<file path="config.mk">
export PLATFORM = sky130hd
export DESIGN_NAME = ale_muldiv
export DESIGN_NICKNAME = d
export VERILOG_FILES = /design/src/hw/rtl/ale_pkg.sv /design/src/hw/rtl/ale_muldiv.sv
export SDC_FILE = /design/constraint.sdc
export NUM_CORES = 2
export LEC_CHECK = 0
export BUFFER_PORTS_ARGS = -buffer_cell sky130_fd_sc_hd__buf_4
export CORE_ASPECT_RATIO = 1.25
export CORE_MARGIN = 1
export CORE_UTILIZATION = 60
export DETAILED_ROUTE_END_ITERATION = 12
export PLACE_DENSITY = 0.78
export SYNTH_ARGS = -nofsm -noshare
export SYNTH_HDL_FRONTEND = slang
export SYNTH_SLANG_ARGS = --single-unit
</file>
<file path="constraint.sdc">
create_clock -name clk -period 44.1 [get_ports clk]
set_clock_uncertainty 0.2 [all_clocks]
set_input_delay 4.41 -clock clk [delete_from_list [all_inputs] [get_ports clk]]
set_output_delay 4.41 -clock clk [all_outputs]
set_load 0.05 [all_outputs]
</file>
<file path="src/hw/rtl/ale_pkg.sv">
// shared constants, types and helpers of the legendre evaluator
`default_nettype none
package ale_pkg;

    localparam int MAX_DEGREE    = 8;
    localparam int X_FRAC_BITS   = 30;
    localparam int OUT_FRAC_BITS = 32;

    localparam logic [63:0] ONE_F   = 64'(1) << OUT_FRAC_BITS;
    localparam logic [63:0] ONE_X64 = 64'(1) << X_FRAC_BITS;
    localparam logic signed [31:0] ONE_X32 = 32'sd1 <<< X_FRAC_BITS;
    localparam logic [63:0] ONE_XX  = 64'(1) << (2 * X_FRAC_BITS);

    localparam int ROOT_SHL = (OUT_FRAC_BITS >= X_FRAC_BITS) ?
                              2 * (OUT_FRAC_BITS - X_FRAC_BITS) : 0;
    localparam int ROOT_SHR = (OUT_FRAC_BITS >= X_FRAC_BITS) ?
                              0 : 2 * (X_FRAC_BITS - OUT_FRAC_BITS);

    localparam logic CMD_VALUE = 1'b0;
    localparam logic CMD_DERIV = 1'b1;

    typedef enum logic [2:0] {
        STAT_OK        = 3'd0,
        STAT_X_RANGE   = 3'd1,
        STAT_ORDER     = 3'd2,
        STAT_SINGULAR  = 3'd3,
        STAT_SAT       = 3'd4
    } status_t;

    typedef struct packed {
        logic               start;
        logic signed [63:0] a;
        logic signed [63:0] b;
        logic        [63:0] c;
    } md_req_t;

    typedef struct packed {
        logic               done;
        logic               ovf;
        logic signed [63:0] q;
    } md_res_t;

    typedef struct packed {
        logic               ovf;
        logic signed [63:0] d;
    } sat_t;

    typedef enum logic [2:0] {
        MD_IDLE,
        MD_MUL,
        MD_ROUND,
        MD_CHK,
        MD_DIV,
        MD_FIN
    } md_state_t;

    typedef enum logic [4:0] {
        S_IDLE,
        S_SQ_MUL,
        S_ROOT,
        S_LEG_START,
        S_SECT,
        S_SECT_R,
        S_FIRST_R,
        S_REC,
        S_REC_T1R,
        S_REC_T2R,
        S_REC_DR,
        S_POS_DONE,
        S_FACT,
        S_FACT_R,
        S_NEG_R,
        S_LEG_RET,
        S_NUM_R,
        S_B_R,
        S_DDIV,
        S_DDIV_R,
        S_MD_WAIT,
        S_OUT
    } ale_state_t;

    // saturating a - b
    function automatic sat_t sat_sub(input logic signed [63:0] a,
                                     input logic signed [63:0] b);
        logic signed [64:0] diff;
        sat_t res;
        diff = {a[63], a} - {b[63], b};
        res.ovf = diff[64] != diff[63];
        if (res.ovf)
        begin
            res.d = diff[64] ? {1'b1, 63'd0} : {1'b0, {63{1'b1}}};
        end
        else
        begin
            res.d = diff[63:0];
        end
        return res;
    endfunction

endpackage
`default_nettype wire

</file>
<file path="src/hw/rtl/ale_muldiv.sv">
// shared round(a*b/c) unit: four partial products, then restoring division
`default_nettype none
module ale_muldiv (
    input  wire logic             clk,
    input  wire logic             rst_n,
    input  wire ale_pkg::md_req_t req,
    output ale_pkg::md_res_t      res
);

    ale_pkg::md_state_t state_reg, state_next;
    logic         neg_reg, neg_next;
    logic [63:0]  ma_reg, ma_next, mb_reg, mb_next, c_reg, c_next;
    logic [127:0] acc_reg, acc_next;
    logic [1:0]   ph_reg, ph_next;
    logic [64:0]  rem_reg, rem_next;
    logic [63:0]  lo_reg, lo_next, q_reg, q_next;
    logic [5:0]   cnt_reg, cnt_next;
    logic         done_reg, done_next, ovf_reg, ovf_next;
    logic signed [63:0] qout_reg, qout_next;

    logic [31:0]  ai, bi;
    logic [63:0]  pp;
    logic [6:0]   pp_sh;
    logic [64:0]  rem2;
    logic         ge;

    assign res = '{done: done_reg, ovf: ovf_reg, q: qout_reg};

    always_ff @(posedge clk or negedge rst_n)
    begin
        if (!rst_n)
        begin
            state_reg <= ale_pkg::MD_IDLE;
            done_reg  <= 1'b0;
        end
        else
        begin
            state_reg <= state_next;
            done_reg  <= done_next;
        end
    end

    always_ff @(posedge clk)
    begin
        neg_reg  <= neg_next;
        ma_reg   <= ma_next;
        mb_reg   <= mb_next;
        c_reg    <= c_next;
        acc_reg  <= acc_next;
        ph_reg   <= ph_next;
        rem_reg  <= rem_next;
        lo_reg   <= lo_next;
        q_reg    <= q_next;
        cnt_reg  <= cnt_next;
        ovf_reg  <= ovf_next;
        qout_reg <= qout_next;
    end

    always_comb
    begin
        ai    = ph_reg[1] ? ma_reg[63:32] : ma_reg[31:0];
        bi    = ph_reg[0] ? mb_reg[63:32] : mb_reg[31:0];
        pp    = ai * bi;
        pp_sh = ({6'd0, ph_reg[0]} + {6'd0, ph_reg[1]}) << 5;
        rem2  = {rem_reg[63:0], lo_reg[63]};
        ge    = rem2 >= {1'b0, c_reg};

        state_next = state_reg;
        neg_next   = neg_reg;
        ma_next    = ma_reg;
        mb_next    = mb_reg;
        c_next     = c_reg;
        acc_next   = acc_reg;
        ph_next    = ph_reg;
        rem_next   = rem_reg;
        lo_next    = lo_reg;
        q_next     = q_reg;
        cnt_next   = cnt_reg;
        done_next  = 1'b0;
        ovf_next   = ovf_reg;
        qout_next  = qout_reg;

        unique case (state_reg)
            ale_pkg::MD_IDLE:
            begin
                if (req.start)
                begin
                    neg_next = req.a[63] != req.b[63];
                    ma_next  = req.a[63] ? 64'(0) - req.a : req.a;
                    mb_next  = req.b[63] ? 64'(0) - req.b : req.b;
                    c_next   = req.c;
                    acc_next = '0;
                    ph_next  = 2'd0;
                    if (req.c == 64'd0)
                    begin
                        ovf_next   = 1'b1;
                        qout_next  = '0;
                        done_next  = 1'b1;
                    end
                    else
                    begin
                        state_next = ale_pkg::MD_MUL;
                    end
                end
            end
            ale_pkg::MD_MUL:
            begin
                acc_next = acc_reg + (128'(pp) << pp_sh);
                ph_next  = ph_reg + 2'd1;
                if (ph_reg == 2'd3)
                begin
                    state_next = ale_pkg::MD_ROUND;
                end
            end
            ale_pkg::MD_ROUND:
            begin
                acc_next   = acc_reg + 128'(c_reg >> 1);
                state_next = ale_pkg::MD_CHK;
            end
            ale_pkg::MD_CHK:
            begin
                if (acc_reg[127:64] >= c_reg)
                begin
                    ovf_next   = 1'b1;
                    qout_next  = neg_reg ? {1'b1, 63'd0} : {1'b0, {63{1'b1}}};
                    done_next  = 1'b1;
                    state_next = ale_pkg::MD_IDLE;
                end
                else
                begin
                    rem_next   = {1'b0, acc_reg[127:64]};
                    lo_next    = acc_reg[63:0];
                    q_next     = '0;
                    cnt_next   = 6'd63;
                    state_next = ale_pkg::MD_DIV;
                end
            end
            ale_pkg::MD_DIV:
            begin
                rem_next = ge ? rem2 - {1'b0, c_reg} : rem2;
                q_next   = {q_reg[62:0], ge};
                lo_next  = lo_reg << 1;
                cnt_next = cnt_reg - 6'd1;
                if (cnt_reg == 6'd0)
                begin
                    state_next = ale_pkg::MD_FIN;
                end
            end
            ale_pkg::MD_FIN:
            begin
                // clamp magnitude into the signed range
                ovf_next = 1'b0;
                if (!neg_reg)
                begin
                    if (q_reg[63])
                    begin
                        ovf_next  = 1'b1;
                        qout_next = {1'b0, {63{1'b1}}};
                    end
                    else
                    begin
                        qout_next = q_reg;
                    end
                end
                else if (q_reg[63] && q_reg[62:0] != 63'd0)
                begin
                    ovf_next  = 1'b1;
                    qout_next = {1'b1, 63'd0};
                end
                else
                begin
                    qout_next = 64'(0) - q_reg;
                end
                done_next  = 1'b1;
                state_next = ale_pkg::MD_IDLE;
            end
            default:
            begin
                state_next = ale_pkg::MD_IDLE;
            end
        endcase
    end

endmodule
`default_nettype wire

</file>
==> flow_metrics.py <==
metrics = {
    "critical_path": {
        "crit_fanout": 61,
        "ff2ff_setup_slack_ns": 28.47,
        "crit_required_ns": 44.34,
        "reg2reg_depth": 38,
        "worstSetupEndpointType": "flip-flop",
        "reg2reg_to": "acc_reg[117]",
        "cp_common_cell": "fa_1",
        "slowest_delay_ns": 1.11,
        "cp-start-kind": "flip-flop",
        "cp.arrival_ns": 15.87,
        "critPathKind": "reg2reg",
        "timing.rr.start": "ph_reg[1]",
        "cpMaxStageDelayCell": "o21ai_0",
    },
    "clock_tree": {
        "cts_resized": 0,
        "tritoncts": "built",
        "cts_hold_buf": 0,
        "cts.sinks": 590,
        "cts_setup_buffers": 0,
        "clk_latency_ns": 0.74,
        "cts-buffers-inserted": 69,
        "htree_levels": 3,
        "cts_root_buf": "clkbuf_16",
        "cts_buffer_depth": 3,
        "clk_pin_slew_ns": 0.07,
    },
    "timing": {
        "finalHoldViolCount": 0,
        "period_share_pct": 35.4,
        "period_minus_slack_ns": 15.63,
        "drv_slew": 1,
        "setup_violations": 0,
        "tightest_slew_ns": 1.69,
        "finalSetupTns_ns": 0,
        "fmax_ghz": 0.0640,
        "holdWs_ns": 0.305,
        "slew_headroom_pct": -12.4,
        "rsz0062_at_grt": "no",
    },
    "floorplan": {
        "die_w_microns": 317,
        "fp.dieH_microns": 395,
        "start_util_pct": 60.8,
        "num_io_pins": 261,
        "row_count": 143,
        "core_sq_mm": 0.122,
        "die_area_sq_mm": 0.125,
    },
    "synth": {
        "ys.flop_type": "edfxtp_1",
        "postSynth.asyncResetShare_pct": 0.678,
        "synth_top_area_share_pct": 24.2,
        "netlist_area_sq_mm": 0.0743,
        "synth-seq-area-share_pct": 23.8,
        "yosys.area.top_type": "fa_1",
        "ys_warn_count": 0,
        "synth_edf_count": 586,
        "yosys-top-cells-area": "fa_1 24%, edfxtp_1 24%, ha_1 8.9%, inv_1 5.6%, nand2_1 5.6%",
        "synth_cells": 8333,
        "ys_seq_elements": 590,
        "ys_types": 81,
        "syn_avg_cell_area_sq_um": 8.91,
        "syn_nets": 9956,
    },
    "drt": {
        "routed_wirelength_microns": 288000,
        "first_pass_iters": 7,
        "ant_nets": 0,
        "vias": 65100,
        "vias_per_cell": 6.48,
        "dr.first_iter.drc_count": 6855,
        "routedWlPerCell_microns": 28.7,
        "drc": 0,
    },
    "worst_hold_path": {
        "min_to": "lo_reg[35]",
        "min_from": "lo_reg[34]",
        "hold_path.class": "reg2reg",
        "holdPathStages": 2,
    },
    "global_routing": {
        "grt_first_pass_wirelength_microns": 423000,
        "grt_use_met2_pct": 72.6,
        "grt_pass1_vias": 67000,
        "grt-ovfl-total": 0,
        "met3_usage_pct": 14.0,
        "top_usage_layer": "met2",
        "grt_max_degree": 81,
        "grtUsageTotal_pct": 46.7,
        "grt_antenna_before_repair": 20,
        "grtUsageMet1_pct": 49.8,
    },
    "final_layout": {
        "n_fill_cell": 9903,
        "fin_nets": 10000,
        "largest_reg_flops": 128,
        "synthToLayoutAreaGrowth_pct": 8.19,
        "drive_gt1_share_pct": 8.14,
        "fin_util_pct": 65.8,
    },
    "outcome": {
        "outcome": "finished, violations left",
        "violations": "slew limit",
    },
    "place": {
        "place.gp.congestion": 1.09,
        "io_buffers": 260,
        "hpwlAfterDp_microns": 224000,
    },
    "run": {
        "cap_violations": 0,
    },
}
-- synth_stat cells (all sizes together) (82+ instances only) --
cell / instances
a21o: 155
a21oi: 452
a31oi: 85
and3: 85
clkbuf: 373
edfxtp: 586
fa: 898
ha: 530
inv: 1103
mux2i: 82
nand2: 1104
nand4: 104
nor2: 1022
nor3: 91
o21ai: 361
xnor2: 290
xor2: 106
-- worst max-delay path: cells and delay by family, from the launching register on --
kind	cells	cell delay, ns
AO/OA/AOI/OAI	12	5.11
XOR/XNOR	2	1.03
adder cells (fa/ha/maj)	10	4.61
buffers and inverters	6	1.30
flip-flops	1	0.48
multiplexers	2	1.24
AND/OR/NAND/NOR	6	1.28
-- routing by layer --
metal | wire length [microns] | vias to the layer above
li1 | - | 27900
met1 | 91700 | 31500
met2 | 130000 | 4296
met3 | 30500 | 1462
met4 | 36500 | 18
met5 | 132 | -
-- stage by stage --
step                      instance area [sq um]  setup WS, ns  std cells
final                                     80400         28.47      10000
after global routing                      80300         28.32      10000
after floorplan                           74300         26.99       8333
after global placement                    77900         27.77       9904
after CTS                                 80300         28.89      10000
after detailed placement                  77900         28.96       9906
-- logic make-up (layout without fill, tap and decap cells) --
kind of cell / Yosys count / in the layout / synth area share, %
mux: 149 / 149 / 2.12
other cells: 0 / 12 / 0
fa+ha+maj: 1428 / 1428 / 33.1
flops: 590 / 590 / 23.8
simple gates: 2759 / 2759 / 16.0
xor+xnor: 397 / 397 / 4.70
buf+inv: 1505 / 1614 / 7.66
compound gates: 1505 / 1505 / 12.5
-- worst max-delay path by stage --
stage              start            to  slack, ns  cells after the start
2_1_floorplan   c_reg[0]    cnt_reg[0]      26.99                     13
3_3_place_gp   ph_reg[0]  acc_reg[115]      27.77                     40
3_5_place_dp   ph_reg[0]  acc_reg[117]      28.96                     41
4_1_cts        ph_reg[0]  acc_reg[117]      28.89                     41
5_1_grt        ph_reg[0]  acc_reg[127]      28.32                     41
6_report       ph_reg[1]  acc_reg[117]      28.47                     38
-- area by class of cell --
class / count / area (sq um) / area share (%)
timing repair buffer: 385 / 2890 / 3.60
inverter: 1103 / 4140 / 5.15
clock buffer: 80 / 1790 / 2.23
tap: 1595 / 2000 / 2.48
antenna: 12 / 30.0 / 0.0374
sequential: 590 / 17700 / 22.0
clock inverter: 46 / 577 / 0.718
multi-input combinational: 6238 / 51200 / 63.8
-- cells in the final DEF (no fill, tap or decap), drive strengths merged, types with 31 or more instances in the layout --
master	n
clkbuf	80
clkinv	34
or2	31
buf	385
and3	85
a21oi	452
or3	41
xnor2	290
nand2	1104
mux2	67
edfxtp	586
o22ai	55
o21bai	80
o31ai	67
mux2i	82
nor2b	39
nand2b	42
a221oi	33
nor3	91
nor4	52
nand3	62
nor2	1022
xor2	106
fa	898
a211oi	32
or4	36
nand4	104
o21ai	361
a31oi	85
a21o	155
inv	1105
ha	530
Power is not shown: default switching activity piles up to over one toggle a cycle in this logic, so the estimate is an artifact.
